===== src/hw/rtl/cfca_pkg.sv =====
// Shared types, constants and the byte-wise CRC update for the command frame CRC appender.
// Depends on nothing; used by every module of the block.
package cfca_pkg;

   localparam logic [15:0] SEED_AT_RESET = 16'h554D;
   localparam logic [7:0]  CHAR_OFFSET   = 8'h30;
   localparam logic [7:0]  END_MARKER    = 8'h03;

   // Output slot codes: which word of an item is shown on the result side.
   localparam logic [2:0] SLOT_DATA = 3'd0;
   localparam logic [2:0] SLOT_NIB3 = 3'd1;
   localparam logic [2:0] SLOT_NIB2 = 3'd2;
   localparam logic [2:0] SLOT_NIB1 = 3'd3;
   localparam logic [2:0] SLOT_NIB0 = 3'd4;
   localparam logic [2:0] SLOT_END  = 3'd5;

   typedef struct packed {
      logic [7:0]  data_byte;
      logic        end_of_message;
      logic [15:0] crc;
   } item_type;

   typedef struct packed {
      logic at_message_start;
   } crc_status_type;

   // Reflected CRC-16 (polynomial 0x8408), one byte per call.
   function automatic logic [15:0] crc_byte(input logic [15:0] crc, input logic [7:0] b);
      logic [7:0]  t;
      logic [15:0] w;
      t = crc[7:0] ^ b;
      t = t ^ {t[3:0], 4'b0000};
      w = {8'h00, t};
      return {8'h00, crc[15:8]} ^ {t, 8'h00} ^ (w << 3) ^ (w >> 4);
   endfunction

endpackage


===== src/hw/rtl/cfca_crc_unit.sv =====
// Running checksum register and start-of-message flag with the byte update logic.
// Depends on cfca_pkg.
module cfca_crc_unit (
   input  logic                    clock,
   input  logic                    reset,
   input  logic                    accept,
   input  logic [7:0]              data_byte,
   input  logic                    end_of_message,
   input  logic [15:0]             seed,
   output logic [15:0]             crc_next,
   output cfca_pkg::crc_status_type status
);

   logic [15:0] crc_ff;
   logic [15:0] crc_in;
   logic        start_ff;
   logic        start_in;

   // The start marker loads the seed and is not checksummed.
   assign crc_next = start_ff ? seed : cfca_pkg::crc_byte(crc_ff, data_byte);

   always_comb begin
      crc_in   = crc_ff;
      start_in = start_ff;
      if (accept) begin
         crc_in   = crc_next;
         start_in = end_of_message;
      end
   end

   always_ff @(posedge clock) begin
      if (reset) begin
         crc_ff   <= cfca_pkg::SEED_AT_RESET;
         start_ff <= 1'b1;
      end else begin
         crc_ff   <= crc_in;
         start_ff <= start_in;
      end
   end

   assign status.at_message_start = start_ff;

endmodule


===== src/hw/rtl/cfca_frame_out.sv =====
// Result register and tail sequencer: shows each byte, and after a flagged byte four checksum
// characters and the end marker. Depends on cfca_pkg.
module cfca_frame_out (
   input  logic               clock,
   input  logic               reset,
   input  logic               load,
   input  cfca_pkg::item_type item,
   output logic               load_ready,
   output logic               out_valid,
   input  logic               out_ready,
   output logic [7:0]         out_byte,
   output logic               frame_last
);

   logic               valid_ff;
   logic               valid_in;
   logic [2:0]         slot_ff;
   logic [2:0]         slot_in;
   cfca_pkg::item_type item_ff;
   cfca_pkg::item_type item_in;
   logic               pop;
   logic               last_slot;
   logic [3:0]         nib;

   assign pop        = valid_ff && out_ready;
   assign last_slot  = item_ff.end_of_message ? (slot_ff == cfca_pkg::SLOT_END)
                                              : (slot_ff == cfca_pkg::SLOT_DATA);
   assign load_ready = !valid_ff || (out_ready && last_slot);

   always_comb begin
      valid_in = valid_ff;
      slot_in  = slot_ff;
      item_in  = item_ff;
      if (pop) begin
         if (last_slot) begin
            valid_in = 1'b0;
         end else begin
            slot_in = slot_ff + 3'd1;
         end
      end
      if (load) begin
         valid_in = 1'b1;
         slot_in  = cfca_pkg::SLOT_DATA;
         item_in  = item;
      end
   end

   always_ff @(posedge clock) begin
      if (reset) begin
         valid_ff <= 1'b0;
         slot_ff  <= cfca_pkg::SLOT_DATA;
      end else begin
         valid_ff <= valid_in;
         slot_ff  <= slot_in;
      end
      item_ff <= item_in;
   end

   always_comb begin
      nib        = 4'h0;
      out_byte   = item_ff.data_byte;
      frame_last = 1'b0;
      unique case (slot_ff)
         cfca_pkg::SLOT_DATA: out_byte = item_ff.data_byte;
         cfca_pkg::SLOT_NIB3: begin
            nib      = item_ff.crc[15:12];
            out_byte = {4'h0, nib} + cfca_pkg::CHAR_OFFSET;
         end
         cfca_pkg::SLOT_NIB2: begin
            nib      = item_ff.crc[11:8];
            out_byte = {4'h0, nib} + cfca_pkg::CHAR_OFFSET;
         end
         cfca_pkg::SLOT_NIB1: begin
            nib      = item_ff.crc[7:4];
            out_byte = {4'h0, nib} + cfca_pkg::CHAR_OFFSET;
         end
         cfca_pkg::SLOT_NIB0: begin
            nib      = item_ff.crc[3:0];
            out_byte = {4'h0, nib} + cfca_pkg::CHAR_OFFSET;
         end
         cfca_pkg::SLOT_END: begin
            out_byte   = cfca_pkg::END_MARKER;
            frame_last = 1'b1;
         end
         default: out_byte = item_ff.data_byte;
      endcase
   end

   assign out_valid = valid_ff;

endmodule


===== src/hw/rtl/command_frame_crc_appender_unit.sv =====
// Top level of the command frame CRC appender: seed register, checksum unit and result sequencer.
// Depends on cfca_pkg, cfca_crc_unit and cfca_frame_out.
// An accepted word is registered and appears on the result side in the next cycle.
// Throughput: one word per cycle for bytes without the final flag while results are taken; a
// flagged byte yields six words (byte, four checksum characters, end marker) as the input waits.
// Reset (synchronous, active high) empties the result register, sets the seed to 0x554D
// and arms the checksum for a new message.
module command_frame_crc_appender_unit (
   input  logic        clock,
   input  logic        reset,
   // Input stream.
   input  logic        req_tvalid,
   output logic        req_tready,
   input  logic [7:0]  req_tdata,   // [7:0] data_byte
   input  logic        req_tlast,   // end_of_message
   // Result stream.
   output logic        rsp_tvalid,
   input  logic        rsp_tready,
   output logic [7:0]  rsp_tdata,   // [7:0] out_byte
   output logic        rsp_tlast,   // frame_last
   // Seed register write port.
   input  logic        csr_wr_en,
   input  logic [15:0] csr_wr_data
);

   logic                     req_accept;
   logic [15:0]              seed_ff;
   logic [15:0]              seed_in;
   logic [15:0]              crc_next;
   cfca_pkg::crc_status_type crc_status;
   cfca_pkg::item_type       item;

   // The seed register is only sampled at the start marker of a message, so a write in
   // the middle of a message takes effect with the next one.
   assign seed_in = csr_wr_en ? csr_wr_data : seed_ff;

   always_ff @(posedge clock) begin
      if (reset) begin
         seed_ff <= cfca_pkg::SEED_AT_RESET;
      end else begin
         seed_ff <= seed_in;
      end
   end

   // A word is taken whenever the result register is empty or is handing over its final word.
   assign req_accept = req_tvalid && req_tready;

   cfca_crc_unit u_crc (
      .clock          (clock),
      .reset          (reset),
      .accept         (req_accept),
      .data_byte      (req_tdata),
      .end_of_message (req_tlast),
      .seed           (seed_ff),
      .crc_next       (crc_next),
      .status         (crc_status)
   );

   // The checksum snapshot travels with the byte; only a flagged byte uses it.
   assign item.data_byte      = req_tdata;
   assign item.end_of_message = req_tlast;
   assign item.crc            = crc_next;

   cfca_frame_out u_out (
      .clock      (clock),
      .reset      (reset),
      .load       (req_accept),
      .item       (item),
      .load_ready (req_tready),
      .out_valid  (rsp_tvalid),
      .out_ready  (rsp_tready),
      .out_byte   (rsp_tdata),
      .frame_last (rsp_tlast)
   );

   // The closing word of a frame is always the end marker.
   assert property (@(posedge clock) disable iff (reset)
      rsp_tvalid && rsp_tlast |-> rsp_tdata == cfca_pkg::END_MARKER)
      else $error("frame_last on a word other than the end marker");

   // While the end marker is handed over, the checksum is already armed, so a byte taken
   // in the same cycle is treated as a start marker.
   assert property (@(posedge clock) disable iff (reset)
      rsp_tvalid && rsp_tready && rsp_tlast |-> crc_status.at_message_start)
      else $error("checksum not re-armed after end marker");

   // While a result is waiting, a new word is only taken as that result is being handed over.
   assert property (@(posedge clock) disable iff (reset)
      req_tready && rsp_tvalid |-> rsp_tready)
      else $error("input accepted over a stalled result");

   // A taken flagged byte starts a tail: a non-final result follows and the input is held.
   assert property (@(posedge clock) disable iff (reset)
      req_accept && req_tlast |=> rsp_tvalid && !rsp_tlast && !req_tready)
      else $error("flagged byte did not start a checksum tail");

endmodule

===== config.mk =====
export PLATFORM = sky130hd
export DESIGN_NAME = command_frame_crc_appender_unit
export DESIGN_NICKNAME = d
export VERILOG_FILES = /design/src/hw/rtl/cfca_pkg.sv /design/src/hw/rtl/cfca_crc_unit.sv /design/src/hw/rtl/cfca_frame_out.sv /design/src/hw/rtl/command_frame_crc_appender_unit.sv
export SDC_FILE = /design/constraint.sdc
export NUM_CORES = 1
export LEC_CHECK = 0
export BUFFER_PORTS_ARGS = -buffer_cell sky130_fd_sc_hd__buf_2
export CAP_MARGIN = 20
export CORE_MARGIN = 2
export CORE_UTILIZATION = 57
export CTS_CLUSTER_DIAMETER = 150
export CTS_CLUSTER_SIZE = 28
export DETAILED_ROUTE_END_ITERATION = 12
export PLACE_DENSITY = 0.79
export SLEW_MARGIN = 5
export SYNTH_ARGS = -nofsm -noshare
export SYNTH_HDL_FRONTEND = slang
export SYNTH_SLANG_ARGS = --single-unit

===== constraint.sdc =====
create_clock -name clock -period 2.1 [get_ports clock]
set_input_delay 0.105 -clock clock [delete_from_list [all_inputs] [get_ports clock]]
set_output_delay 0.105 -clock clock [all_outputs]
set_load 0.005 [all_outputs]

==> results of run 1 <==
worst paths after layout:
check        slack [ps]                             to  cells after the start                           from
max                  50                   rsp_tdata[2]                      7  u_out.slot_ff[1]$_SDFFE_PP0P_
min                  20        seed_ff[4]$_SDFFE_PP0P_                      3                 csr_wr_data[4]
max reg2reg         170   u_crc.crc_ff[9]$_SDFFE_PP0P_                      8  u_out.slot_ff[0]$_SDFFE_PP0P_
min reg2reg         500  u_crc.crc_ff[11]$_SDFFE_PP0P_                      2  u_crc.crc_ff[11]$_SDFFE_PP0P_
placed cells by master (no fill, tap or decap), types with 5 or more instances in the layout:
| master | instances |
|---|---|
| buf_2 | 40 |
| nor2_1 | 25 |
| nor2b_1 | 9 |
| inv_1 | 8 |
| xor2_1 | 7 |
| a221oi_1 | 5 |
| xnor2_2 | 5 |
| xnor2_1 | 9 |
| a21oi_1 | 11 |
| edfxtp_1 | 25 |
| clkbuf_8 | 9 |
| buf_4 | 10 |
| mux2i_1 | 9 |
| dlygate4sd3_1 | 13 |
| dfxtp_1 | 34 |
| a211o_1 | 8 |
| nand2_1 | 13 |
| nor3_1 | 7 |
registers in the layout, indices dropped and copies added (netlist names):
| name | cells |
|---|---|
| seed_ff | 16 |
| u_crc.crc_ff | 16 |
| u_crc.status | 1 |
| u_out.item_ff | 25 |
| u_out.out_valid | 1 |
| u_out.slot_ff | 3 |
layer usage:
| metal | routed length, µm | global-route usage | vias up |
|---|---|---|---|
| met5 | 0 | 0 | - |
| met4 | 106 | 0.0975 | 0 |
| met3 | 262 | 0.0450 | 11 |
| met2 | 2990 | 0.369 | 61 |
| met1 | 2790 | 0.311 | 1007 |
| li1 | - | - | 1066 |
repair_timing:
action | 4_1_cts | 5_1_grt
setup endpoints to repair | 6 | 4
hold buffers | 13 | 0
pin swaps | 2 | 3
buffers inserted | 1 | 2
endpoints found under the hold margin | 14 | 0
gates cloned | 1 | 0
gates resized for setup | 9 | 25
worst max-delay path, delay by kind of cell, from the launching register on:
kind,cells,cell delay [ps]
AOI/OAI and AO/OA,1,40
adders and majority gates,1,170
DFF,1,370
buffers and inverters,2,270
and+or+nand+nor,3,770
power by group through the flow:
stage / sequential, µW / combinational (µW) / clock, µW
after global placement: 1430 / 436 / 0
final: 1410 / 486 / 1080
after global routing: 1410 / 533 / 1150
after floorplan: 1420 / 327 / 0
after detailed placement: 1430 / 446 / 0
after CTS: 1400 / 474 / 1100
cell type report:
class	count	area share
tap	70	0.0238
multi-input combinational	176	0.391
clock inverter	5	0.0201
clock buffer	11	0.0357
sequential	62	0.408
inverter	10	0.0116
timing repair buffer	63	0.110
metrics by stage:
step / area, µm² / hold WS, ps / total power [µW]
3_3_place_gp: 3190 / 296 / 1860
5_1_grt: 3680 / 6.74 / 3100
6_report: 3680 / 19.8 / 2970
2_1_floorplan: 2920 / 204 / 1740
3_5_place_dp: 3190 / 299 / 1880
4_1_cts: 3560 / 8.84 / 2980
cell families (layout without fill, tap and decap cells):
family                   Yosys count  after routing  share of synthesized area
AO/OA/AOI/OAI                     55             55                      0.142
flip-flops                        62             62                      0.511
AND/OR/NAND/NOR                   77             78                      0.135
adder cells (fa/ha/maj)            5              5                     0.0215
buffers and inverters             23             89                     0.0373
XOR/XNOR                          25             25                      0.107
multiplexers                      13             13                     0.0463
==> impl_summary.log, run 1 <==
[metrics] clock tree from TritonCTS: done
[metrics] worst endpoint data arrival time: 1940 ps
[metrics] synthesized area divided by synthesized cell count: 11.2 µm²
[metrics] power share of the sequential group: 0.473
[metrics] weighted congestion at the end of routability-driven global placement: 0.837
[metrics] Cells after Synth: 260
[metrics] Seq cells post-synth: 62
[metrics] required time of the critical path: 2000 ps
[metrics] kind of start point of the critical path: register
[metrics] share of total power in combinational logic: 0.164
[metrics] highest ir drop seen on vdd: 0.466 mV
[metrics] number of distinct library cell variants in the gate-level netlist after synthesis: 46
[metrics] maximum number of pins on one net before global-route repair: 36
[metrics] maximum capacitance violations: 0
[metrics] synthesized cell area: 2920 µm²
[metrics] Clk network pwr share: 0.363
[metrics] DP Worst Slack: -12.8 ps
[metrics] sum of net half-perimeters after detailed placement: 4.17 mm
[metrics] routed length per instance: 15.5 µm
[metrics] Worst-Margin Slew: 685 ps
[metrics] TritonCTS Buffers: 9
[metrics] cell chain of the critical path: buf_4, ha_4, nor2b_4, or4_4, nor2_2, a21oi_1, buf_2
[metrics] number of nets with antenna violations after routing: 0
[metrics] leakage: 0.00148 µW
[metrics] Synth top area share: 0.257
[metrics] worst-skew pair later-pin latency: 320 ps
[metrics] proportion of total power due to net switching: 0.242
[metrics] layout filler cell count: 356
[metrics] number of enable flip-flop cells after synthesis: 25
[metrics] height of the die: 75.5 µm
[metrics] internal portion of total power: 2250 µW
[metrics] post-synthesis sequential area ratio: 0.511
[metrics] wire length of the first global-routing pass: 9.60 mm
[metrics] filler-free cell count of the finished design: 397
[metrics] number of failing hold endpoints at the final stage: 0
[metrics] vias per cell: 5.40
[metrics] final clock period utilization by the worst path: 0.975
[metrics] stage delay of the slowest cell on the critical path: 500 ps
[metrics] clock transition at the registers of the reported paths: 70 ps
[metrics] final max-slew violation count: 0
[metrics] Worst Hold Class: in -> reg
[metrics] crit-path max FO: 5
[metrics] die width: 75.5 µm
[metrics] level count of the clock H-tree: 3
[metrics] worst slew margin relative to its limit: 0.543
[metrics] Post-Route Utilization: 0.735
[metrics] drt initial violations: 118
[metrics] DRC violations left: 0
[metrics] clock root buffer: clkbuf_8
[metrics] fraction of layout cells with a size suffix above 1: 0.306
[metrics] switching pwr: 718 µW
[metrics] I/O pin total: 41
[metrics] Mapped Nets: 295
[metrics] number of warning messages in the yosys log: 0
[metrics] Worst Slack Setup Final: 53.0 ps
[metrics] final setup vio count: 0
[metrics] via count of the routed design: 2,145
[metrics] Congestion Overflow GR: 0
[metrics] clk sink count: 62
[metrics] area used by sequential logic in the layout: 1500 µm²
[metrics] Max Clock Skew: 7.17 ps
[metrics] count of port buffers added during placement: 40
[metrics] prevailing post-synth register cell: dfxtp_1
[metrics] post-layout net count: 357
[metrics] Max clock buf depth: 2
[metrics] worst setup path class: reg -> out
[metrics] initial antenna violation count: 0
[metrics] fmax: 489 MHz
[metrics] routed wire length: 6.15 mm
[metrics] crit path capture type: output pin
[metrics] Setup TNS Final: 0 ps
[metrics] post-synthesis cell type with the largest combined area: edfxtp_1
[metrics] Inst Count DP: 364
[metrics] outcome: complete, no violations
[metrics] number of diodes added for antenna fixing: 0
[metrics] initial core utilization: 0.582
[metrics] Die Outline Area: 5700 µm²
[metrics] clock period minus final worst setup slack: 2050 ps
[metrics] core area: 5010 µm²
[metrics] setup repair after global routing missed its margin: true
[metrics] most used standard cell by instance count after synthesis: dfxtp_1
[metrics] most used standard cells in the synthesized netlist: dfxtp_1, nor2_1, edfxtp_1
[metrics] master of the slowest instance on the critical path: or4_4
[metrics] aggregate global-route resource usage: 0.231
[metrics] Async S/R FF share, synth: 0
[metrics] vias in the first global route: 2,019
[metrics] area of combinational cells with multiple inputs: 1440 µm²
[metrics] power per standard cell area: 807 nW/µm²
[metrics] number of placement rows: 26
[metrics] Area Growth Syn to Fin: 26.2%
[metrics] DRT Pass-1 Iters: 4
[metrics] top post-synthesis cells by area: edfxtp_1, dfxtp_1, nor2_1
Note: power is estimated with default switching activity, not from simulation.
==> run 2: changes to the inputs <==
--- a/config.mk
+++ b/config.mk
@@ -5,6 +5,7 @@
 export SDC_FILE = /design/constraint.sdc
 export NUM_CORES = 1
 export LEC_CHECK = 0
+export ABC_AREA = 1
 export BUFFER_PORTS_ARGS = -buffer_cell sky130_fd_sc_hd__buf_2
 export CAP_MARGIN = 20
 export CORE_MARGIN = 2
==> impl_summary.log, run 2 <==
[metrics] outcome: complete, no violations
[metrics] vias per cell: 5.06 (-6.4%)
[metrics] fraction of layout cells with a size suffix above 1: 0.198 (-0.108)
[metrics] Seq cells post-synth: 62 (unchanged)
[metrics] die width: 76.9 µm (+1.8%)
[metrics] Max clock buf depth: 2 (unchanged)
[metrics] most common cell after layout, fill and taps aside: nand2_1
[metrics] area used by sequential logic in the layout: 1500 µm² (-0.25%)
[metrics] delay-heaviest family, CP: adder cells
[metrics] clock period minus final worst setup slack: 1930 ps (-115 ps)
[metrics] amount of wire on met2 after detailed routing: 3.36 mm (+13%)
[metrics] maximum number of pins on one net before global-route repair: 22 (-39%)
[metrics] core area: 5110 µm² (+1.9%)
[metrics] stage delay of the slowest cell on the critical path: 340 ps (-160 ps)
[metrics] master of the slowest instance on the critical path: dfxtp_2
[metrics] Mapped Nets: 415 (+41%)
[metrics] kind of start point of the critical path: register
[metrics] most used standard cell by instance count after synthesis: nand2_1
[metrics] Max Clock Skew: 6.01 ps (-1.16 ps)
[metrics] fmax: 518 MHz (+5.9%)
[metrics] crit-path max FO: 5 (unchanged)
[metrics] wire length on met3: 326 µm (+24%)
[metrics] cell chain of the critical path: ha_1, ha_2, a21oi_2, nand2_1, nor2_4, inv_1, nor2_1, buf_2
[metrics] synthesized cell area: 3030 µm² (+3.9%)
[metrics] prevailing post-synth register cell: dfxtp_1
[metrics] clock transition at the registers of the reported paths: 60 ps (about the same)
[metrics] I/O pin total: 41 (unchanged)
[metrics] worst-skew pair later-pin latency: 330 ps (about the same)
[metrics] level count of the clock H-tree: 3 (unchanged)
[metrics] post-synthesis cell type with the largest combined area: edfxtp_1
[metrics] CP Buf/Inv Count: 2 (unchanged)
[metrics] Clk network pwr share: 0.382 (+0.019)
[metrics] detailed-route wire length on metal 1: 2.91 mm (+4.2%)
[metrics] clock root buffer: clkbuf_8
[metrics] initial core utilization: 0.593 (+0.0112)
[metrics] maximum capacitance violations: 0 (unchanged)
[metrics] number of flip-flops under the largest register name: 25 (unchanged)
[metrics] routed length per instance: 12.9 µm (-17%)
[metrics] DRT Pass-1 Iters: 5 (+1)
[metrics] Worst Hold Class: in -> reg
[metrics] Cells after Synth: 380 (+46%)
[metrics] leakage: 0.00181 µW (+22%)
[metrics] vias in the first global route: 2,469 (+22%)
[metrics] power share of the sequential group: 0.481 (+0.008)
[metrics] most used standard cells in the synthesized netlist: nand2_1, inv_1, dfxtp_1
[metrics] wire length of the first global-routing pass: 11.1 mm (+15%)
[metrics] highest ir drop seen on vdd: 0.525 mV (+13%)
[metrics] Worst-Margin Slew: 443 ps (-243 ps)
[metrics] highest-count cells in the layout ignoring fill and taps: nand2_1, buf_2, inv_1, dfxtp_1, nand3_1
[metrics] crit path capture type: output pin
[metrics] number of nets with antenna violations after routing: 0 (unchanged)
[metrics] proportion of total power due to net switching: 0.243 (+0.00142)
[metrics] routed wire length: 6.73 mm (+9.3%)
[metrics] worst setup path class: reg -> out
[metrics] finished layout cell area: 3750 µm² (+1.8%)
[metrics] Worst Slack Setup Final: 168 ps (+115 ps)
[metrics] clock tree from TritonCTS: done
[metrics] sum of net half-perimeters after detailed placement: 4.93 mm (+18%)
[metrics] aggregate global-route resource usage: 0.242 (+0.0108)
[metrics] Worst Reg-to-Reg Cells: 9 (+1)
[metrics] number of distinct library cell variants in the gate-level netlist after synthesis: 30 (-35%)
[metrics] Congestion Overflow GR: 0 (unchanged)
[metrics] DRC violations left: 0 (unchanged)
[metrics] worst slew margin relative to its limit: 0.703 (+0.160)
[metrics] worst endpoint data arrival time: 1830 ps (-110 ps)
[metrics] switching pwr: 704 µW (-2.0%)
[metrics] number of placement rows: 26 (unchanged)
[metrics] Synth top area share: 0.248 (-0.00967)
[metrics] number of post-CTS setup repair buffers: 0 (-1)
[metrics] via count of the routed design: 2,631 (+23%)
[metrics] post-layout net count: 481 (+35%)
[metrics] area of combinational cells with multiple inputs: 1350 µm² (-6.5%)
[metrics] number of warning messages in the yosys log: 0 (unchanged)
[metrics] TritonCTS Buffers: 9 (unchanged)
[metrics] number of failing hold endpoints at the final stage: 0 (unchanged)
[metrics] DP Worst Slack: 178 ps (+191 ps)
[metrics] initial antenna violation count: 0 (unchanged)
[metrics] top post-synthesis cells by area: edfxtp_1, dfxtp_1, nand2_1
[metrics] required time of the critical path: 2000 ps (about the same)
[metrics] final setup vio count: 0 (unchanged)
[metrics] power per standard cell area: 772 nW/µm² (-4.3%)
[metrics] synthesized area divided by synthesized cell count: 7.97 µm² (-29%)
[metrics] clk sink count: 62 (unchanged)
[metrics] share of total power in combinational logic: 0.138 (-0.026)
[metrics] weighted congestion at the end of routability-driven global placement: 0.902 (+7.8%)
[metrics] height of the die: 76.9 µm (+1.8%)
[metrics] top register by number of flip-flops: u_out.item_ff
[metrics] Die Outline Area: 5920 µm² (+3.7%)
[metrics] drt initial violations: 166 (+41%)
[metrics] Hold Path Stages: 3 (unchanged)
[metrics] Area Growth Syn to Fin: 23.6%
[metrics] final max-slew violation count: 0 (unchanged)
[metrics] instance area at placement: 3310 µm² (+4.0%)
[metrics] layout filler cell count: 383 (+7.6%)
[metrics] uppermost layer routed: met4
[metrics] biggest registers after layout: u_out.item_ff: 25 flops, seed_ff: 16 flops, u_crc.crc_ff: 16 flops
[metrics] post-synthesis sequential area ratio: 0.492 (-0.0192)
[metrics] Setup TNS Final: 0 ps (unchanged)
[metrics] count of port buffers added during placement: 40 (unchanged)
[metrics] Async S/R FF share, synth: 0 (unchanged)
[metrics] final clock period utilization by the worst path: 0.920 (-0.0546)
[metrics] number of diodes added for antenna fixing: 0 (unchanged)
[metrics] total stage count of the critical path: 8 (+1)
[metrics] number of enable flip-flop cells after synthesis: 25 (unchanged)
[metrics] internal portion of total power: 2190 µW (-2.7%)
==> run 2: cell types whose count changed after synthesis, moves of 7 or more <==
cell / change
nor2b_1: -10
nand3_1: +31
nand2_4: +7
inv_1: +29
nor3_1: -7
mux2i_1: -8
o21ai_0: +13
xnor2_1: -7
a211o_1: -8
nand2_1: +122
==> run 2: cell families (layout without fill, tap and decap cells) <==
group / after synthesis / in the layout / share of synthesized area
compound gates: 39 / 39 / 0.0772
buf+inv: 51 / 121 / 0.0764
simple gates: 217 / 217 / 0.316
xor+xnor: 5 / 5 / 0.0145
mux: 1 / 1 / 0.00330
fa+ha+maj: 5 / 5 / 0.0206
flops: 62 / 62 / 0.492
==> run 2: metal layers <==
| layer | vias to the layer above | GRT usage |
|---|---|---|
| met5 | - | 0 |
| met4 | 0 | 0.131 |
| met3 | 14 | 0.0435 |
| met2 | 79 | 0.425 |
| met1 | 1182 | 0.279 |
| li1 | 1356 | - |
==> run 2: through the flow <==
stage | hold slack, ps | power, µW | cells | util
2_1_floorplan | 174 | 1650 | 380 | -
3_3_place_gp | 316 | 1770 | 486 | 0.649
3_5_place_dp | 317 | 1780 | 486 | 0.649
4_1_cts | 1.28 | 2910 | 520 | 0.728
5_1_grt | 2.06 | 3030 | 520 | 0.733
6_report | 15.4 | 2890 | 520 | 0.733
==> run 2: tightest hold or removal path, delay by kind of cell <==
kind | cells | cell delay (ps)
buffers and inverters | 1 | 80
AND/OR/NAND/NOR | 2 | 120
==> run 2: power groups by stage <==
stage	clock network [µW]	registers, µW	logic, µW
final	1100	1390	399
after global routing	1180	1400	451
after CTS	1130	1390	395
after detailed placement	0	1420	366
after global placement	0	1410	357
after floorplan	0	1400	252
==> run 2: path summary, 6_finish.rpt <==
path | start | to | slack, ps
worst max register to register | u_out.slot_ff[1]$_SDFFE_PP0P_ | u_crc.status$_SDFFE_PP1P_ | 240
worst min-delay path | csr_wr_data[5] | seed_ff[5]$_SDFFE_PP0P_ | 20
worst max-delay path | u_out.slot_ff[0]$_SDFFE_PP0P_ | rsp_tdata[7] | 170
worst min register to register | seed_ff[10]$_SDFFE_PP1P_ | seed_ff[10]$_SDFFE_PP1P_ | 460
==> run 2: what timing repair did <==
action / 4_1_cts / 5_1_grt
setup endpoints to repair: 6 / 6
gates cloned: 0 / 0
resized for setup: 2 / 7
hold buffers: 19 / 0
pin swaps: 0 / 2
endpoints found under the hold margin: 19 / 0
==> run 2: area by class of cell <==
cell class	count	share of cell area
clock buffer	10	0.0367
inverter	42	0.0441
clock inverter	5	0.0197
tap	70	0.0234
sequential	62	0.399
multi-input combinational	267	0.359
timing repair buffer	64	0.118
==> run 3: changes to the inputs <==
--- a/config.mk
+++ b/config.mk
@@ -6,14 +6,15 @@
 export NUM_CORES = 1
 export LEC_CHECK = 0
 export ABC_AREA = 1
-export BUFFER_PORTS_ARGS = -buffer_cell sky130_fd_sc_hd__buf_2
 export CAP_MARGIN = 20
+export CELL_PAD_IN_SITES_DETAIL_PLACEMENT = 0
+export CELL_PAD_IN_SITES_GLOBAL_PLACEMENT = 2
 export CORE_MARGIN = 2
-export CORE_UTILIZATION = 57
+export CORE_UTILIZATION = 37
 export CTS_CLUSTER_DIAMETER = 150
-export CTS_CLUSTER_SIZE = 28
 export DETAILED_ROUTE_END_ITERATION = 12
-export PLACE_DENSITY = 0.79
+export DONT_BUFFER_PORTS = 1
+export PLACE_DENSITY_LB_ADDON = 0.1
 export SLEW_MARGIN = 5
 export SYNTH_ARGS = -nofsm -noshare
 export SYNTH_HDL_FRONTEND = slang
==> impl_summary.log, run 3 (synthesized netlist as in run 2, its figures left out) <==
[metrics] worst slew margin relative to its limit: 0.689 (-0.0143)
[metrics] Setup TNS Final: 0 ps (unchanged)
[metrics] Worst-Margin Slew: 464 ps (+21.3 ps)
[metrics] routed length per instance: 13.4 µm (+4.0%)
[metrics] DRT Pass-1 Iters: 5 (unchanged)
[metrics] launch point of the worst reg-to-reg path: u_out.slot_ff[0]$_SDFFE_PP0P_
[metrics] die width: 94.5 µm (+23%)
[metrics] fraction of layout cells with a size suffix above 1: 0.107 (-0.0911)
[metrics] filler-free cell count of the finished design: 527 (+1.3%)
[metrics] worst endpoint data arrival time: 1810 ps (-20 ps)
[metrics] reg2reg setup slack: 290 ps (+50 ps)
[metrics] worst-skew pair later-pin latency: 340 ps (about the same)
[metrics] Inst Count DP: 482 (-0.82%)
[metrics] stage delay of the slowest cell on the critical path: 480 ps (+140 ps)
[metrics] Hold Path Stages: 3 (unchanged)
[metrics] crit path capture type: output pin
[metrics] number of failing hold endpoints at the final stage: 0 (unchanged)
[metrics] final clock period utilization by the worst path: 0.913 (-0.00728)
[metrics] fmax: 522 MHz (+0.80%)
[metrics] clock root buffer: clkbuf_8
[metrics] master of the slowest instance on the critical path: dfxtp_2
[metrics] weighted congestion at the end of routability-driven global placement: 0.763 (-15%)
[metrics] Max Clock Skew: 9.72 ps (+3.71 ps)
[metrics] level count of the clock H-tree: 3 (unchanged)
[metrics] clock tree from TritonCTS: done
[metrics] vias in the first global route: 2,390 (-3.2%)
[metrics] height of the die: 94.5 µm (+23%)
[metrics] worst min-delay path startpoint: req_tvalid
[metrics] final setup vio count: 0 (unchanged)
[metrics] power per standard cell area: 792 nW/µm² (+2.5%)
[metrics] wire length of the first global-routing pass: 11.6 mm (+5.2%)
[metrics] maximum number of pins on one net before global-route repair: 26 (+18%)
[metrics] end of the worst register-to-register path: u_out.out_valid$_SDFFE_PP0P_
[metrics] count of port buffers added during placement: 0 (-100%)
[metrics] kind of start point of the critical path: register
[metrics] biggest registers after layout: u_out.item_ff: 25 flops, seed_ff: 16 flops, u_crc.crc_ff: 16 flops
[metrics] worst setup path class: reg -> out
[metrics] leakage: 0.00169 µW (-6.8%)
[metrics] via count of the routed design: 2,473 (-6.0%)
[metrics] core area: 8090 µm² (+58%)
[metrics] Area Growth Syn to Fin: 20.8%
[metrics] Worst Hold Class: in -> reg
[metrics] setup repair after global routing missed its margin: false
[metrics] highest ir drop seen on vdd: 0.315 mV (-40%)
[metrics] I/O pin total: 41 (unchanged)
[metrics] maximum capacitance violations: 0 (unchanged)
[metrics] most common cell after layout, fill and taps aside: nand2_1
[metrics] Congestion Overflow GR: 0 (unchanged)
[metrics] crit-path max FO: 9 (+4)
[metrics] number of post-CTS setup repair buffers: 0 (unchanged)
[metrics] drt initial violations: 115 (-31%)
[metrics] routed wire length: 7.09 mm (+5.4%)
[metrics] number of nets with antenna violations after routing: 0 (unchanged)
[metrics] aggregate global-route resource usage: 0.174 (-0.0686)
[metrics] initial core utilization: 0.374 (-0.219)
[metrics] CP Buf/Inv Count: 2 (unchanged)
[metrics] Die Outline Area: 8930 µm² (+51%)
[metrics] top register by number of flip-flops: u_out.item_ff
[metrics] clock transition at the registers of the reported paths: 70 ps (about the same)
[metrics] post-layout net count: 452 (-6.0%)
[metrics] highest-count cells in the layout ignoring fill and taps: nand2_1, inv_1, dfxtp_1, nand3_1
[metrics] clock period minus final worst setup slack: 1920 ps (-15.3 ps)
[metrics] cell chain of the critical path: inv_8, ha_1, a21oi_1, nand2_1, nor2_2, inv_1, nor2_1
[metrics] vias per cell: 4.69 (-7.3%)
[metrics] number of placement rows: 33 (+27%)
[metrics] sum of net half-perimeters after detailed placement: 5.45 mm (+11%)
[metrics] Post-Route Utilization: 0.452 (-0.281)
[metrics] Max clock buf depth: 2 (unchanged)
[metrics] clk sink count: 62 (unchanged)
[metrics] number of diodes added for antenna fixing: 0 (unchanged)
[metrics] outcome: complete, no violations
[metrics] delay-heaviest family, CP: flip-flops
[metrics] terminating pin of the worst hold path: u_crc.crc_ff[5]$_SDFFE_PP0P_
[metrics] Worst Reg-to-Reg Cells: 8 (-1)
[metrics] DRC violations left: 0 (unchanged)
[metrics] required time of the critical path: 2000 ps (about the same)
[metrics] final max-slew violation count: 0 (unchanged)
[metrics] initial antenna violation count: 0 (unchanged)
[metrics] number of flip-flops under the largest register name: 25 (unchanged)
[metrics] TritonCTS Buffers: 9 (unchanged)
==> run 3: cell types whose count changed in the layout (fill, tap and decap cells not counted), sizes merged <==
cell	before	now
buf	45	6
clkbuf	10	11
dlygate4sd3	19	29
==> run 3: area by class of cell <==
class                           count  area [µm²]
Inverter                           42         165
Fill cell                         854        4430
Timing Repair Buffer               35         335
Clock buffer                       11         141
Multi-Input combinational cell    267        1320
Clock inverter                      5        73.8
Sequential cell                    62        1490
Tap cell                          105         131
==> run 3: how the worst max path moves through the flow <==
stage | to | from | cells past startpoint | slack (ps)
after floorplan | u_crc.status$_SDFFE_PP1P_ | u_out.slot_ff[0]$_SDFFE_PP0P_ | 9 | 170
after global placement | rsp_tdata[6] | u_out.slot_ff[2]$_SDFFE_PP0P_ | 7 | 290
after detailed placement | rsp_tdata[6] | u_out.slot_ff[2]$_SDFFE_PP0P_ | 7 | 270
after CTS | rsp_tdata[6] | u_out.slot_ff[2]$_SDFFE_PP0P_ | 7 | 50
after global routing | rsp_tdata[6] | u_out.slot_ff[0]$_SDFFE_PP0P_ | 7 | 10
final | rsp_tdata[6] | u_out.slot_ff[2]$_SDFFE_PP0P_ | 7 | 180
==> run 3: power breakdown <==
group          switching [µW]  internal (µW)
Sequential               40.9           1350
Combinational             230            142
Clock                     448            693
Total                     719           2180
==> run 3: per-stage QoR <==
stage / worst slack [ps] / instance area (µm²) / hold slack, ps / total power [µW]
final: 183 / 3660 / 63.0 / 2900
after global routing: 12.6 / 3660 / 62.5 / 3060
after CTS: 51.5 / 3660 / 57.3 / 2930
after detailed placement: 266 / 3150 / 180 / 1740
after global placement: 290 / 3150 / 176 / 1740
after floorplan: 170 / 3040 / 174 / 1650
==> run 3: worst reg2reg max path, cell delays in order, from the launching register on <==
cell and delay, ps:
dfxtp_1 390, inv_1 80, ha_1 300, nand2_4 110, nand2_4 50, nand3_4 80, nand2_4 70, a21oi_1 130
dlygate4sd3_1 550
==> run 3: what timing repair did <==
action	4_1_cts	5_1_grt
resized for setup	1	1
pin swaps	0	0
endpoints found under the hold margin	32	0
hold buffers	29	0
setup endpoints to repair	6	6
gates cloned	0	0
==> run 3: per-layer routing <==
layer	wire length (µm)	part of all wire	global-route usage	up-vias
met3	280	0.040	0.0311	12
met2	3310	0.47	0.283	50
met1	3370	0.48	0.229	1118
met4	122	0.017	0.0688	0
met5	0	0	0	-
li1	-	-	-	1293
